**src/rtl/ptts_pkg.sv**
```systemverilog
// Shared types and codes for the periodic task tick scheduler
package ptts_pkg;

  // item kinds carried on s_tuser
  typedef enum logic [2:0] {
    KIND_TICK   = 3'd0,
    KIND_CREATE = 3'd1,
    KIND_DELETE = 3'd2,
    KIND_PAUSE  = 3'd3,
    KIND_RESUME = 3'd4
  } kind_t;

  // per-slot run state
  typedef enum logic [1:0] {
    ST_DORMANT = 2'd0,
    ST_READY   = 2'd1,
    ST_PAUSED  = 2'd2
  } run_t;

  // field widths
  localparam int IdW     = 3;
  localparam int PeriodW = 16;
  localparam int DelayW  = 8;

  // controller state, one-hot
  typedef enum logic [4:0] {
    S_IDLE  = 5'b00001,
    S_READ  = 5'b00010,
    S_EVAL  = 5'b00100,
    S_FLUSH = 5'b01000,
    S_CTRL  = 5'b10000
  } state_t;

  // commands from controller to datapath
  typedef struct packed {
    logic load;   // capture the input word
    logic rd;     // read slot tables at the walk index
    logic step;   // evaluate the slot, write back, advance
    logic flush;  // emit the closing result of a tick
    logic apply;  // apply a control item and emit its result
  } cmd_t;

  // status from datapath to controller
  typedef struct packed {
    logic in_tick;   // word on the input is a tick
    logic out_free;  // output register can take a word this cycle
    logic hold;      // evaluation must wait for the output register
    logic walk_end;  // walk index is on the last slot
  } stat_t;

endpackage

```
**src/rtl/ptts_ctrl.sv**
```systemverilog
// Sequencer for control items and the tick slot walk
module ptts_ctrl (
  input  logic             clk,
  input  logic             rst,
  input  logic             s_tvalid,
  output logic             s_tready,
  input  ptts_pkg::stat_t  stat,
  output ptts_pkg::cmd_t   cmd
);

  ptts_pkg::state_t state, state_next;

  // state register
  always_ff @(posedge clk) begin
    if (rst) begin
      state <= ptts_pkg::S_IDLE;
    end else begin
      state <= state_next;
    end
  end

  assign s_tready = (state == ptts_pkg::S_IDLE);

  // next state and commands
  always_comb begin
    state_next = state;
    cmd        = '0;
    case (state)
      ptts_pkg::S_IDLE: begin
        if (s_tvalid) begin
          cmd.load   = 1'b1;
          state_next = stat.in_tick ? ptts_pkg::S_READ : ptts_pkg::S_CTRL;
        end
      end
      ptts_pkg::S_READ: begin
        cmd.rd     = 1'b1;
        state_next = ptts_pkg::S_EVAL;
      end
      ptts_pkg::S_EVAL: begin
        if (!stat.hold) begin
          cmd.step   = 1'b1;
          state_next = stat.walk_end ? ptts_pkg::S_FLUSH : ptts_pkg::S_READ;
        end
      end
      ptts_pkg::S_FLUSH: begin
        if (stat.out_free) begin
          cmd.flush  = 1'b1;
          state_next = ptts_pkg::S_IDLE;
        end
      end
      ptts_pkg::S_CTRL: begin
        if (stat.out_free) begin
          cmd.apply  = 1'b1;
          state_next = ptts_pkg::S_IDLE;
        end
      end
      default: begin
        state_next = ptts_pkg::S_IDLE;
      end
    endcase
  end

endmodule

```
**src/rtl/ptts_dpath.sv**
```systemverilog
// Slot tables, countdown arithmetic and output register
module ptts_dpath #(
  parameter int TASK_SLOTS = 8
) (
  input  logic             clk,
  input  logic             rst,
  input  logic [31:0]      s_tdata,
  input  logic [2:0]       s_tuser,
  input  ptts_pkg::cmd_t   cmd,
  output ptts_pkg::stat_t  stat,
  output logic             m_tvalid,
  input  logic             m_tready,
  output logic [7:0]       m_tdata,
  output logic             m_tlast
);

  localparam int IW = (TASK_SLOTS > 1) ? $clog2(TASK_SLOTS) : 1;

  // captured item
  logic [2:0]                    kind_q;
  logic [ptts_pkg::IdW-1:0]      id_q;
  logic [ptts_pkg::PeriodW-1:0]  per_q;
  logic [ptts_pkg::DelayW-1:0]   delay_q;

  // walk state
  logic [IW-1:0] idx;
  logic          pend_v;
  logic [IW-1:0] pend_idx;

  // slot flags, cleared by reset
  logic          used   [TASK_SLOTS];
  ptts_pkg::run_t rstate [TASK_SLOTS];

  // slot memories, not cleared; a free slot's value may be read but is not used
  logic [ptts_pkg::PeriodW-1:0] period_mem [TASK_SLOTS];
  logic [ptts_pkg::PeriodW-1:0] count_mem  [TASK_SLOTS];
  logic [ptts_pkg::PeriodW-1:0] rd_period;
  logic [ptts_pkg::PeriodW-1:0] rd_count;

  // output register
  logic       m_valid;
  logic [4:0] m_data;
  logic       m_last;

  logic                         tick_q;
  logic                         in_range;
  logic [IW-1:0]                addr;
  logic                         active;
  logic                         due;
  logic [ptts_pkg::PeriodW-1:0] new_count;
  logic                         create_ok;
  logic                         acc;
  logic                         out_free;
  logic                         emit;
  logic [4:0]                   emit_data;
  logic                         emit_last;

  assign tick_q   = (kind_q == ptts_pkg::KIND_TICK);
  assign in_range = ({4'b0, id_q} < 7'(TASK_SLOTS));
  // one address for flags and memories: walk index or addressed slot
  assign addr     = tick_q ? idx : IW'(id_q);
  assign out_free = !m_valid || m_tready;

  // slot evaluation during the walk
  assign active    = used[addr] && (rstate[addr] == ptts_pkg::ST_READY);
  assign due       = active && (rd_count == '0);
  assign new_count = due ? ((rd_period == '0) ? '0 : rd_period - 1'b1)
                         : rd_count - 1'b1;
  assign create_ok = in_range && !used[addr];

  // acceptance of a control item
  always_comb begin
    acc = 1'b0;
    case (kind_q)
      ptts_pkg::KIND_CREATE: acc = create_ok;
      ptts_pkg::KIND_DELETE,
      ptts_pkg::KIND_PAUSE,
      ptts_pkg::KIND_RESUME: acc = in_range;
      default:               acc = 1'b0;
    endcase
  end

  // status to controller
  assign stat.in_tick  = (s_tuser == ptts_pkg::KIND_TICK);
  assign stat.out_free = out_free;
  assign stat.hold     = due && pend_v && !out_free;
  assign stat.walk_end = (idx == IW'(TASK_SLOTS - 1));

  // result word selection: slot_id, due, accepted
  always_comb begin
    emit      = 1'b0;
    emit_data = '0;
    emit_last = 1'b0;
    if (cmd.step && due && pend_v) begin
      emit      = 1'b1;
      emit_data = {1'b0, 1'b1, 3'(pend_idx)};
    end else if (cmd.flush) begin
      emit      = 1'b1;
      emit_last = 1'b1;
      emit_data = pend_v ? {1'b0, 1'b1, 3'(pend_idx)} : 5'b0;
    end else if (cmd.apply) begin
      emit      = 1'b1;
      emit_last = 1'b1;
      emit_data = {acc, 1'b0, id_q};
    end
  end

  // item capture
  always_ff @(posedge clk) begin
    if (cmd.load) begin
      kind_q  <= s_tuser;
      id_q    <= s_tdata[2:0];
      per_q   <= s_tdata[18:3];
      delay_q <= s_tdata[26:19];
    end
  end

  // walk index and pending due slot
  always_ff @(posedge clk) begin
    if (rst) begin
      idx    <= '0;
      pend_v <= 1'b0;
    end else if (cmd.load) begin
      idx    <= '0;
      pend_v <= 1'b0;
    end else if (cmd.step) begin
      if (!stat.walk_end) begin
        idx <= idx + 1'b1;
      end
      if (due) begin
        pend_v   <= 1'b1;
        pend_idx <= idx;
      end
    end
  end

  // slot flags
  always_ff @(posedge clk) begin
    if (rst) begin
      for (int i = 0; i < TASK_SLOTS; i++) begin
        used[i]   <= 1'b0;
        rstate[i] <= ptts_pkg::ST_DORMANT;
      end
    end else if (cmd.apply && in_range) begin
      case (kind_q)
        ptts_pkg::KIND_CREATE: begin
          if (create_ok) begin
            used[addr]   <= 1'b1;
            rstate[addr] <= ptts_pkg::ST_READY;
          end
        end
        ptts_pkg::KIND_DELETE: begin
          used[addr]   <= 1'b0;
          rstate[addr] <= ptts_pkg::ST_DORMANT;
        end
        ptts_pkg::KIND_PAUSE:  rstate[addr] <= ptts_pkg::ST_PAUSED;
        ptts_pkg::KIND_RESUME: rstate[addr] <= ptts_pkg::ST_READY;
        default: begin
        end
      endcase
    end
  end

  // period and countdown memories, one port each
  always_ff @(posedge clk) begin
    if (cmd.rd) begin
      rd_period <= period_mem[addr];
      rd_count  <= count_mem[addr];
    end
    if (cmd.step && active) begin
      count_mem[addr] <= new_count;
    end else if (cmd.apply && kind_q == ptts_pkg::KIND_CREATE && create_ok) begin
      period_mem[addr] <= per_q;
      count_mem[addr]  <= {{(ptts_pkg::PeriodW - ptts_pkg::DelayW){1'b0}}, delay_q};
    end
  end

  // output register
  always_ff @(posedge clk) begin
    if (rst) begin
      m_valid <= 1'b0;
    end else if (emit) begin
      m_valid <= 1'b1;
    end else if (m_tready) begin
      m_valid <= 1'b0;
    end
  end

  always_ff @(posedge clk) begin
    if (emit) begin
      m_data <= emit_data;
      m_last <= emit_last;
    end
  end

  assign m_tvalid = m_valid;
  assign m_tdata  = {3'b0, m_data};
  assign m_tlast  = m_last;

endmodule

```
**src/rtl/periodic_task_tick_scheduler.sv**
```systemverilog
// Top level of the periodic task tick scheduler
// Control item: captured on acceptance, then applied and its result word registered
//   once the output register is free; no new item is taken until then.
// Tick: each slot is read from the tables, then evaluated and written back; a due
//   result can stall the walk at the output register, and a closing result ends it.
// Synchronous active-high reset frees all slots, makes them dormant and
//   empties the output register; period and countdown memories need no clearing.
module periodic_task_tick_scheduler #(
  parameter int TASK_SLOTS = 8
) (
  input  logic        clk,
  input  logic        rst,
  input  logic        s_tvalid,
  output logic        s_tready,
  input  logic [31:0] s_tdata,   // task_id[2:0], period[18:3], first_delay[26:19]
  input  logic [2:0]  s_tuser,   // kind[2:0]
  output logic        m_tvalid,
  input  logic        m_tready,
  output logic [7:0]  m_tdata,   // slot_id[2:0], due[3], accepted[4]
  output logic        m_tlast
);

  ptts_pkg::cmd_t  cmd;
  ptts_pkg::stat_t stat;

  // sequencer
  ptts_ctrl u_ctrl (
    .clk      (clk),
    .rst      (rst),
    .s_tvalid (s_tvalid),
    .s_tready (s_tready),
    .stat     (stat),
    .cmd      (cmd)
  );

  // slot tables and output
  ptts_dpath #(
    .TASK_SLOTS (TASK_SLOTS)
  ) u_dpath (
    .clk      (clk),
    .rst      (rst),
    .s_tdata  (s_tdata),
    .s_tuser  (s_tuser),
    .cmd      (cmd),
    .stat     (stat),
    .m_tvalid (m_tvalid),
    .m_tready (m_tready),
    .m_tdata  (m_tdata),
    .m_tlast  (m_tlast)
  );

endmodule

```
**config.mk**
```make
export PLATFORM = sky130hd
export DESIGN_NAME = periodic_task_tick_scheduler
export DESIGN_NICKNAME = d
export VERILOG_FILES = /design/src/rtl/ptts_pkg.sv /design/src/rtl/ptts_ctrl.sv /design/src/rtl/ptts_dpath.sv /design/src/rtl/periodic_task_tick_scheduler.sv
export SDC_FILE = /design/constraint.sdc
export NUM_CORES = 1
export LEC_CHECK = 0
export BUFFER_PORTS_ARGS = -buffer_cell sky130_fd_sc_hd__buf_2
export CELL_PAD_IN_SITES_DETAIL_PLACEMENT = 1
export CELL_PAD_IN_SITES_GLOBAL_PLACEMENT = 2
export CORE_ASPECT_RATIO = 1.1
export CORE_UTILIZATION = 40
export DETAILED_ROUTE_END_ITERATION = 8
export PLACE_DENSITY_LB_ADDON = 0.2
export SLEW_MARGIN = 20
export SYNTH_ARGS = -nofsm -noshare
export SYNTH_HDL_FRONTEND = slang
export SYNTH_HIERARCHICAL = 1
export SYNTH_SLANG_ARGS = --single-unit
```
**constraint.sdc**
```tcl
create_clock -name clk -period 5.11 [get_ports clk]
set_clock_uncertainty 0.2 [all_clocks]
set_input_delay 0.2555 -clock clk [delete_from_list [all_inputs] [get_ports clk]]
set_output_delay 0.2555 -clock clk [all_outputs]
set_load 0.01 [all_outputs]
```
Word-level counts from Yosys, hierarchy flattened --
Memories as Yosys holds them, arrays and structs flattened. A register that Yosys moved wholly into a read port is not among the register bits. Index checks and enable logic that the tools add are counted.
Operators by class: add/sub/neg operators 3, equality and inequality tests 14, mux-type cells 62, bitwise gates (word level) 8, reduce and logical (&&, ||, !) cells 27
Operator list (count):
- 16-bit two-way mux | 3
- 1-bit two-way mux | 41
- 16-bit logical NOT | 2
- 16-bit by 1-bit subtractor with 16-bit output (second input constant) | 2
- 5-bit two-way mux | 6
- 5-bit case mux with 4 select lines | 1
- 3-bit two-way mux | 4
- 1-bit logical AND | 9
- 2-bit two-way mux | 4
- 4-bit two-way mux | 2
- 3-bit by 2-bit == test with 1-bit output (second input constant) | 2
- 3-bit == test (second input constant) | 2
- 3-bit logical NOT | 2
- 2-bit OR reduction | 3
- 5-bit by 1-bit == test with 1-bit output (second input constant) | 1
- 5-bit by 2-bit == test with 1-bit output (second input constant) | 1
- 5-bit by 3-bit == test with 1-bit output (second input constant) | 1
- 5-bit by 4-bit == test with 1-bit output (second input constant) | 1
- 5-bit == test (second input constant) | 1
- 1-bit OR | 5
- 2-bit != test (second input constant) | 2
- 2-bit AND reduction | 2
- 4-bit AND reduction | 1
- 3-bit by 1-bit adder with 3-bit output (second input constant) | 1
- other kinds (11) | 15
Storage, ports and cells: bits in registers 49, RAM bits 280, input bits 39, memories 4
Memory list:
- u_dpath.count_mem | words 8, bits a word 16, read ports 1, clocked after Yosys merged registers in 1, write ports 1, RTL line ptts_dpath.sv:36 | logic [ptts_pkg::PeriodW-1:0] count_mem [TASK_SLOTS];
- u_dpath.period_mem | words 8, bits a word 16, read ports 1, clocked after Yosys merged registers in 1, write ports 1, RTL line ptts_dpath.sv:35 | logic [ptts_pkg::PeriodW-1:0] period_mem [TASK_SLOTS];
- u_dpath.rstate | words 8, bits a word 2, read ports 1, clocked after Yosys merged registers in 0, write ports 8, RTL line ptts_dpath.sv:32 | ptts_pkg::run_t rstate [TASK_SLOTS];
- u_dpath.used | words 8, bits a word 1, read ports 1, clocked after Yosys merged registers in 0, write ports 8, RTL line ptts_dpath.sv:31 | logic used [TASK_SLOTS];

Longest topological paths before layout --
Gate-level depths: netlist of run 1. An unclocked memory read counts as a cell.
depth in word-level cells 14, depth in mapped cells 14, gate-level depth less buffers 13

Cells and area by module --
Netlist of run 1, hierarchy kept.
Modules (own cells, without submodules):
- ptts_dpath | times used 1, cells each 1014, area an instance 14510.2 µm²
- ptts_ctrl | times used 1, cells each 40, area an instance 346.6 µm²

Worst setup path before layout of run 1 --
Ideal clock, no wire load.
path type reg-to-reg, from register u_dpath.kind_q[1], to memory u_dpath/count_mem[0][0] (netlist bit), enable pin, setup time 0.388 ns, data arrival time 3.425 ns, required time 4.522 ns, slack 1.096 ns, cell stages (with the launch flop) 12, path buffers 2, period minus slack after synthesis 4.014 ns, path through edfxtp_1 buf_2 nor3_4 mux2_2 a311o_1 o22ai_2 nor4_4 buf_2 and4b_1 nor2_1 a21oi_1 nor2_1
RTL lines:
- from (decl) | RTL line ptts_dpath.sv:20 | logic [2:0] kind_q;
- from (signal assigned) | RTL line ptts_dpath.sv:111 | kind_q <= s_tuser;
- to (decl) | RTL line ptts_dpath.sv:36

==> results.py, run 1 <==
metrics = {
    "yosys": {
        "ys_seq_area_share_pct": 72.3,
        "yosysTopAreaCell": "edfxtp_1",
        "synth.area.top_cells": "edfxtp_1 (71%), nand2_1 (4.2%), a21oi_1 (2.8%), mux2i_1 (2.4%), nor2_1 (2.0%)",
        "synth-xor-area-share_pct": 1.65,
        "muxShareOfSynthArea_pct": 3.26,
        "yosysWarnings": 6,
        "synthCells": 1054,
        "synth_top_family_by_area": "simple AND/OR/NAND/NOR gates",
        "ys_types": 66,
        "avgSynthCellArea_um2": 14.1,
        "yosys.area.top_type_share_pct": 70.9,
        "synth_area_mm2": 0.0149,
        "ys.flop_type": "edfxtp_1",
        "synth_compound_area_share_pct": 8.44,
        "synth_simple_gate_area_share_pct": 11.8,
        "synth-adder-area-share_pct": 0.421,
        "synth-seq-cells": 361,
        "async_flop_share_pct": 0,
        "synth_edf_count": 351,
    },
    "cts": {
        "cts_tree": "done",
        "cts_buffer_depth": 3,
        "worstSkewPairLatency_ps": 530,
        "clkSlewWorstSetupHoldPaths_ps": 60,
        "htreeDepth": 2,
        "root_buffer": "clkbuf_16",
        "cts_sinks": 361,
        "cts_buffers": 40,
        "post_cts_buffers": 0,
    },
    "status": {
        "outcome": "complete, no violations",
    },
    "global_routing": {
        "grt_max_degree": 71,
        "grt.total_usage_pct": 20.5,
        "grt_pass1_vias": 9506,
        "grt_overflow": 0,
        "antenna_found_initial": 0,
        "grt_pass1_wl_um": 57500,
    },
    "setup_path": {
        "required_ps": 5120,
        "crit_path_start_kind": "flop",
        "cp.arrival_ps": 4600,
        "cp-end-kind": "flop",
        "r2r_start": "u_dpath/kind_q[1]",
        "cp-startpoint": "u_dpath/kind_q[1]",
        "crit_path_max_fanout": 16,
        "worstSetupPathType": "flop to flop",
    },
    "power": {
        "leakage_nw": 5.93,
        "ir_drop_v": 0.000284,
        "p_per_area_mw_per_mm2": 370,
    },
    "timing": {
        "rsz0062_at_grt": "false",
        "drv_slew": 0,
        "worst_pin_slew_ps": 1130,
        "finalSetupViolCount": 0,
        "fin_crit_ps": 4590,
        "fin_setup_tns_ps": 0,
        "slew_headroom_pct": 24.8,
        "finalHoldViolations": 0,
        "max_freq_mhz": 218,
        "finalCritPeriodShare_pct": 89.8,
    },
    "routing": {
        "ant_nets": 0,
        "drt-vias-per-instance": 5.40,
        "totalWireLength_um": 37300,
        "wl_per_cell_um": 22.4,
        "vias": 8985,
        "first_iter_violations": 587,
        "firstDrtPassIters": 5,
        "drc": 0,
    },
    "place": {
        "portBuffers": 41,
        "dp_hpwl_um": 22400,
        "gp_congestion": 0.757,
        "dp_cells": 1562,
    },
    "floorplanning": {
        "die_w_um": 186,
        "die_area_mm2": 0.0379,
        "start_util_pct": 40.9,
        "die_h_um": 204,
        "core_area_mm2": 0.0364,
        "rows": 73,
        "design.portCount": 50,
    },
    "finish": {
        "syn_to_final_growth_pct": 16.4,
        "nFillCells": 3636,
        "finalNonFillerCells": 1665,
        "num_antenna_cells": 0,
        "drive_above_1_share_pct": 15.2,
        "nets": 1193,
    },
    "job": {
        "cap_viol_max_count": 0,
    },
    "min_path": {
        "hold_path.class": "primary input to flop",
        "worstHoldStart": "rst",
    },
}
[worst max-delay path, cell delays in order (launching register included)]
cell and delay (ps):
edfxtp_1 560, nor3_4 740, mux2_2 440, a311o_1 340, o22ai_2 320, nor4_4 90, and4b_1 210, nor2_1 330
nand3_1 130, or3_4 350, nor3_4 240, nor3_1 110, inv_1 210
[logic make-up (layout without fill, tap and decap cells)]
logic type      count (synthesis)  in the layout
flops                         361            361
simple gates                  358            358
compound gates                187            187
buf+inv                        71            193
mux                            43             43
xor+xnor                       28             28
fa+ha+maj                       5              5
other cells                     1              3
[what timing repair did]
action                                  4_1_cts  5_1_grt
hold endpoints to repair                     33        0
resized for setup                             0        0
hold buffers                                 32        0
endpoints found under the setup margin        0        0
[through the flow]
stage	area [µm²]	util [%]	hold slack [ps]	setup WS, ps	total power (W)
2_1_floorplan	14900	-	125	1100	0.00362
3_3_place_gp	15800	43.3	232	707	0.00376
3_5_place_dp	15800	43.4	234	559	0.00377
4_1_cts	17300	47.6	64.6	537	0.00648
5_1_grt	17300	47.6	98.1	275	0.00662
6_report	17300	47.6	61.5	523	0.00640
[area by class of cell]
cell class / instances / area [µm²] / area share (%)
clock buffer: 54 / 1070 / 6.21
clock inverter: 17 / 138 / 0.796
inverter: 13 / 48.8 / 0.282
multi-input combinational: 624 / 3890 / 22.5
sequential: 361 / 10700 / 62.1
tap: 487 / 609 / 3.52
timing repair buffer: 109 / 796 / 4.60
[per-layer routing]
layer / wire (µm) / track usage [%]
met1: 16600 / 27.1
met2: 18500 / 35.1
met3: 1380 / 3.03
met4: 823 / 5.68
met5: 0 / 0
[synthesized netlist by cell type, types with 4 or more instances]
| master | number |
|---|---|
| buf_1 | 12 |
| nor2b_1 | 4 |
| nor3_1 | 24 |
| nor3b_1 | 5 |
| nor2_1 | 79 |
| a22o_1 | 20 |
| dfxtp_1 | 10 |
| a21oi_1 | 83 |
| nand3b_1 | 4 |
| or4_1 | 20 |
| a221oi_1 | 17 |
| edfxtp_1 | 351 |
| nor4_1 | 4 |
| nand2b_1 | 8 |
| mux4_2 | 4 |
| a31oi_1 | 6 |
| o221ai_1 | 13 |
| a21o_1 | 16 |
| nand2_1 | 165 |
| xnor2_1 | 16 |
| nand3_1 | 8 |
| buf_4 | 5 |
| xor2_1 | 12 |
| clkbuf_1 | 26 |
| o21ai_0 | 14 |
| buf_2 | 14 |
| inv_1 | 13 |
| mux2i_1 | 36 |
| and3_1 | 5 |
| ha_1 | 5 |
[layout by cell type (no fill, tap or decap), types with 5 or more instances in the layout]
cell / instances
o21ai_0: 14
xor2_1: 12
a22o_1: 20
dlygate4sd3_1: 32
a21oi_1: 83
clkinv_2: 5
a21o_1: 16
mux2i_1: 35
nand3_1: 8
clkbuf_16: 41
a221oi_1: 17
edfxtp_1: 351
buf_2: 41
buf_4: 36
nand2_1: 165
nor3_1: 23
clkinv_1: 6
xnor2_1: 16
dfxtp_1: 10
nand2b_1: 8
nor2_1: 68
nor3b_1: 5
ha_1: 5
nor2_2: 12
o221ai_1: 13
inv_1: 13
clkbuf_1: 13
or4_1: 20
[state kept, by name, indices dropped and copies added (netlist names), 5 cells and up]
register            flops
u_ctrl/state            5
u_dpath/count_mem     128
u_dpath/delay_q         8
u_dpath/m_data          5
u_dpath/per_q          16
u_dpath/period_mem    128
u_dpath/rd_count       16
u_dpath/rd_period      16
u_dpath/rstate         16
u_dpath/used            8
[report_power, final]
group          internal (W)  switching [W]  leakage, nW
Sequential          0.00329      0.0000436         3.29
Clock               0.00157        0.00111        0.578
Combinational      0.000139       0.000250         2.06
Total               0.00500        0.00140         5.93
[final timing paths]
| check | end | slack (ps) | cells past startpoint |
|---|---|---|---|
| worst max-delay path | u_dpath/m_data[3] | 520 | 12 |
| worst min register to register | u_dpath/m_data[2] | 340 | 1 |
| worst max register to register | u_dpath/m_data[3] | 520 | 12 |
| worst min-delay path | u_ctrl/state[3] | 60 | 2 |
Power figures use the tool's default switching activity.
==> run 2, diff against run 1 <==
Settings changed: CTS_BUF_LIST set to sky130_fd_sc_hd__clkbuf_8.
==> results.py, run 2 (synthesis results as in run 1) <==
metrics = {
    "status": {
        "outcome": "complete, no violations",
    },
    "place": {
        "dp_hpwl_um": 22400,
        "portBuffers": 41,
        "gp_congestion": 0.757,
    },
    "timing": {
        "worst_pin_slew_ps": 1120,
        "fin_setup_tns_ps": 0,
        "max_freq_mhz": 217,
        "rsz0062_at_grt": "false",
        "finalHoldViolations": 0,
        "fin_crit_ps": 4600,
        "slew_headroom_pct": 25.6,
        "finalCritPeriodShare_pct": 90.0,
        "timing.hold.ws_ps": 134,
        "finalSetupViolCount": 0,
        "drv_slew": 0,
    },
    "cts": {
        "cts_sinks": 361,
        "cts_buffer_depth": 3,
        "worstSkewPairLatency_ps": 630,
        "cts_tree": "done",
        "cts_buffers": 60,
        "cts.repair.resized": 0,
        "htreeDepth": 2,
        "clkSlewWorstSetupHoldPaths_ps": 60,
        "root_buffer": "clkbuf_8",
    },
    "floorplanning": {
        "die_area_mm2": 0.0379,
        "design.portCount": 50,
        "rows": 73,
        "core_area_mm2": 0.0364,
        "start_util_pct": 40.9,
        "die_w_um": 186,
        "die_h_um": 204,
    },
    "finish": {
        "layout_commonest_cell": "edfxtp_1",
        "layout_common_cells": "edfxtp_1 (351), nand2_1 (165), a21oi_1 (83)",
        "reg_top3": "u_dpath/count_mem: 128 flops, u_dpath/period_mem: 128 flops",
        "drive_above_1_share_pct": 15.9,
        "nets": 1215,
        "syn_to_final_growth_pct": 15.3,
        "num_antenna_cells": 0,
    },
    "routing": {
        "first_iter_violations": 500,
        "ant_nets": 0,
        "drc": 0,
        "wl_per_cell_um": 22.2,
        "drt-vias-per-instance": 5.28,
        "vias": 9000,
        "totalWireLength_um": 37800,
        "firstDrtPassIters": 4,
    },
    "power": {
        "p_per_area_mw_per_mm2": 347,
        "combPwrFrac_pct": 6.5,
        "p_seq_share_pct": 56.1,
        "leakage_nw": 5.98,
        "ir_drop_v": 0.000181,
        "p_int_w": 0.00453,
        "switching_share_pct": 23.8,
        "p_switching_w": 0.00141,
        "p_clk_share_pct": 37.3,
    },
    "min_path": {
        "hold_path.class": "primary input to flop",
        "worstHoldStart": "s_tdata[19]",
    },
    "setup_path": {
        "cp.arrival_ps": 4710,
        "cp-startpoint": "u_dpath/kind_q[1]",
        "r2r_start": "u_dpath/kind_q[1]",
        "worstSetupPathType": "flop to flop",
        "crit_path_max_fanout": 16,
        "required_ps": 5220,
        "crit_path_start_kind": "flop",
        "cp-end-kind": "flop",
    },
    "global_routing": {
        "grt_pass1_wl_um": 58200,
        "grt_pass1_vias": 9680,
        "grt.total_usage_pct": 21.0,
        "grt_overflow": 0,
        "antenna_found_initial": 0,
        "grt_max_degree": 71,
    },
    "job": {
        "cap_viol_max_count": 0,
    },
}
[run 2: path summary, 6_finish.rpt]
check	slack [ps]	cells after the start	to
min reg2reg	340	1	u_dpath/m_data[2]
min	130	2	u_dpath/delay_q[0]
max reg2reg	510	12	u_dpath/m_tlast
max	510	12	u_dpath/m_tlast
[run 2: repair_timing]
action | 4_1_cts | 5_1_grt
endpoints found under the hold margin | 40 | 0
hold buffers | 34 | 0
buffers inserted | 0 | 0
[run 2: cell type report]
type	count	area (µm²)
Inverter	13	48.8
Fill cell	3686	19200
Multi-Input combinational cell	624	3890
Clock buffer	61	840
Sequential cell	361	10700
Timing Repair Buffer	111	816
Clock inverter	48	188
Tap cell	487	609
[run 2: power by group through the flow]
stage,combinational [W],clock [W],sequential (W)
2_1_floorplan,0.000248,0,0.00337
3_3_place_gp,0.000371,0,0.00339
3_5_place_dp,0.000377,0,0.00339
4_1_cts,0.000397,0.00230,0.00333
5_1_grt,0.000431,0.00242,0.00334
6_report,0.000388,0.00222,0.00333
[run 2: critical path, cell delays in order, from the launching register on]
cell	delay (ps)
edfxtp_1	560
nor3_4	740
mux2_2	440
a311o_1	340
o22ai_2	330
nor4_4	90
and4b_1	210
nor2_1	330
nand3_1	130
or3_4	350
nor3_4	240
nor3_1	100
inv_1	200
[run 2: stage by stage]
stage          cell area, µm²  worst slack (ps)  total power (W)  std cells  utilization (%)
3_3_place_gp            15800               707          0.00376       1562             43.3
6_report                17100               511          0.00594       1705             47.1
5_1_grt                 17100               267          0.00618       1705             47.1
2_1_floorplan           14900              1100          0.00362       1056                -
3_5_place_dp            15800               559          0.00377       1562             43.4
4_1_cts                 17100               531          0.00603       1705             47.1
[run 2: metal layers]
metal  GRT usage [%]  up-vias  part of all wire [%]
met1            27.4     4541                    44
met3            3.87       65                   5.0
li1                -     4223                     -
met2            35.1      171                    49
met5               0        -                     0
met4            6.97        0                   2.4
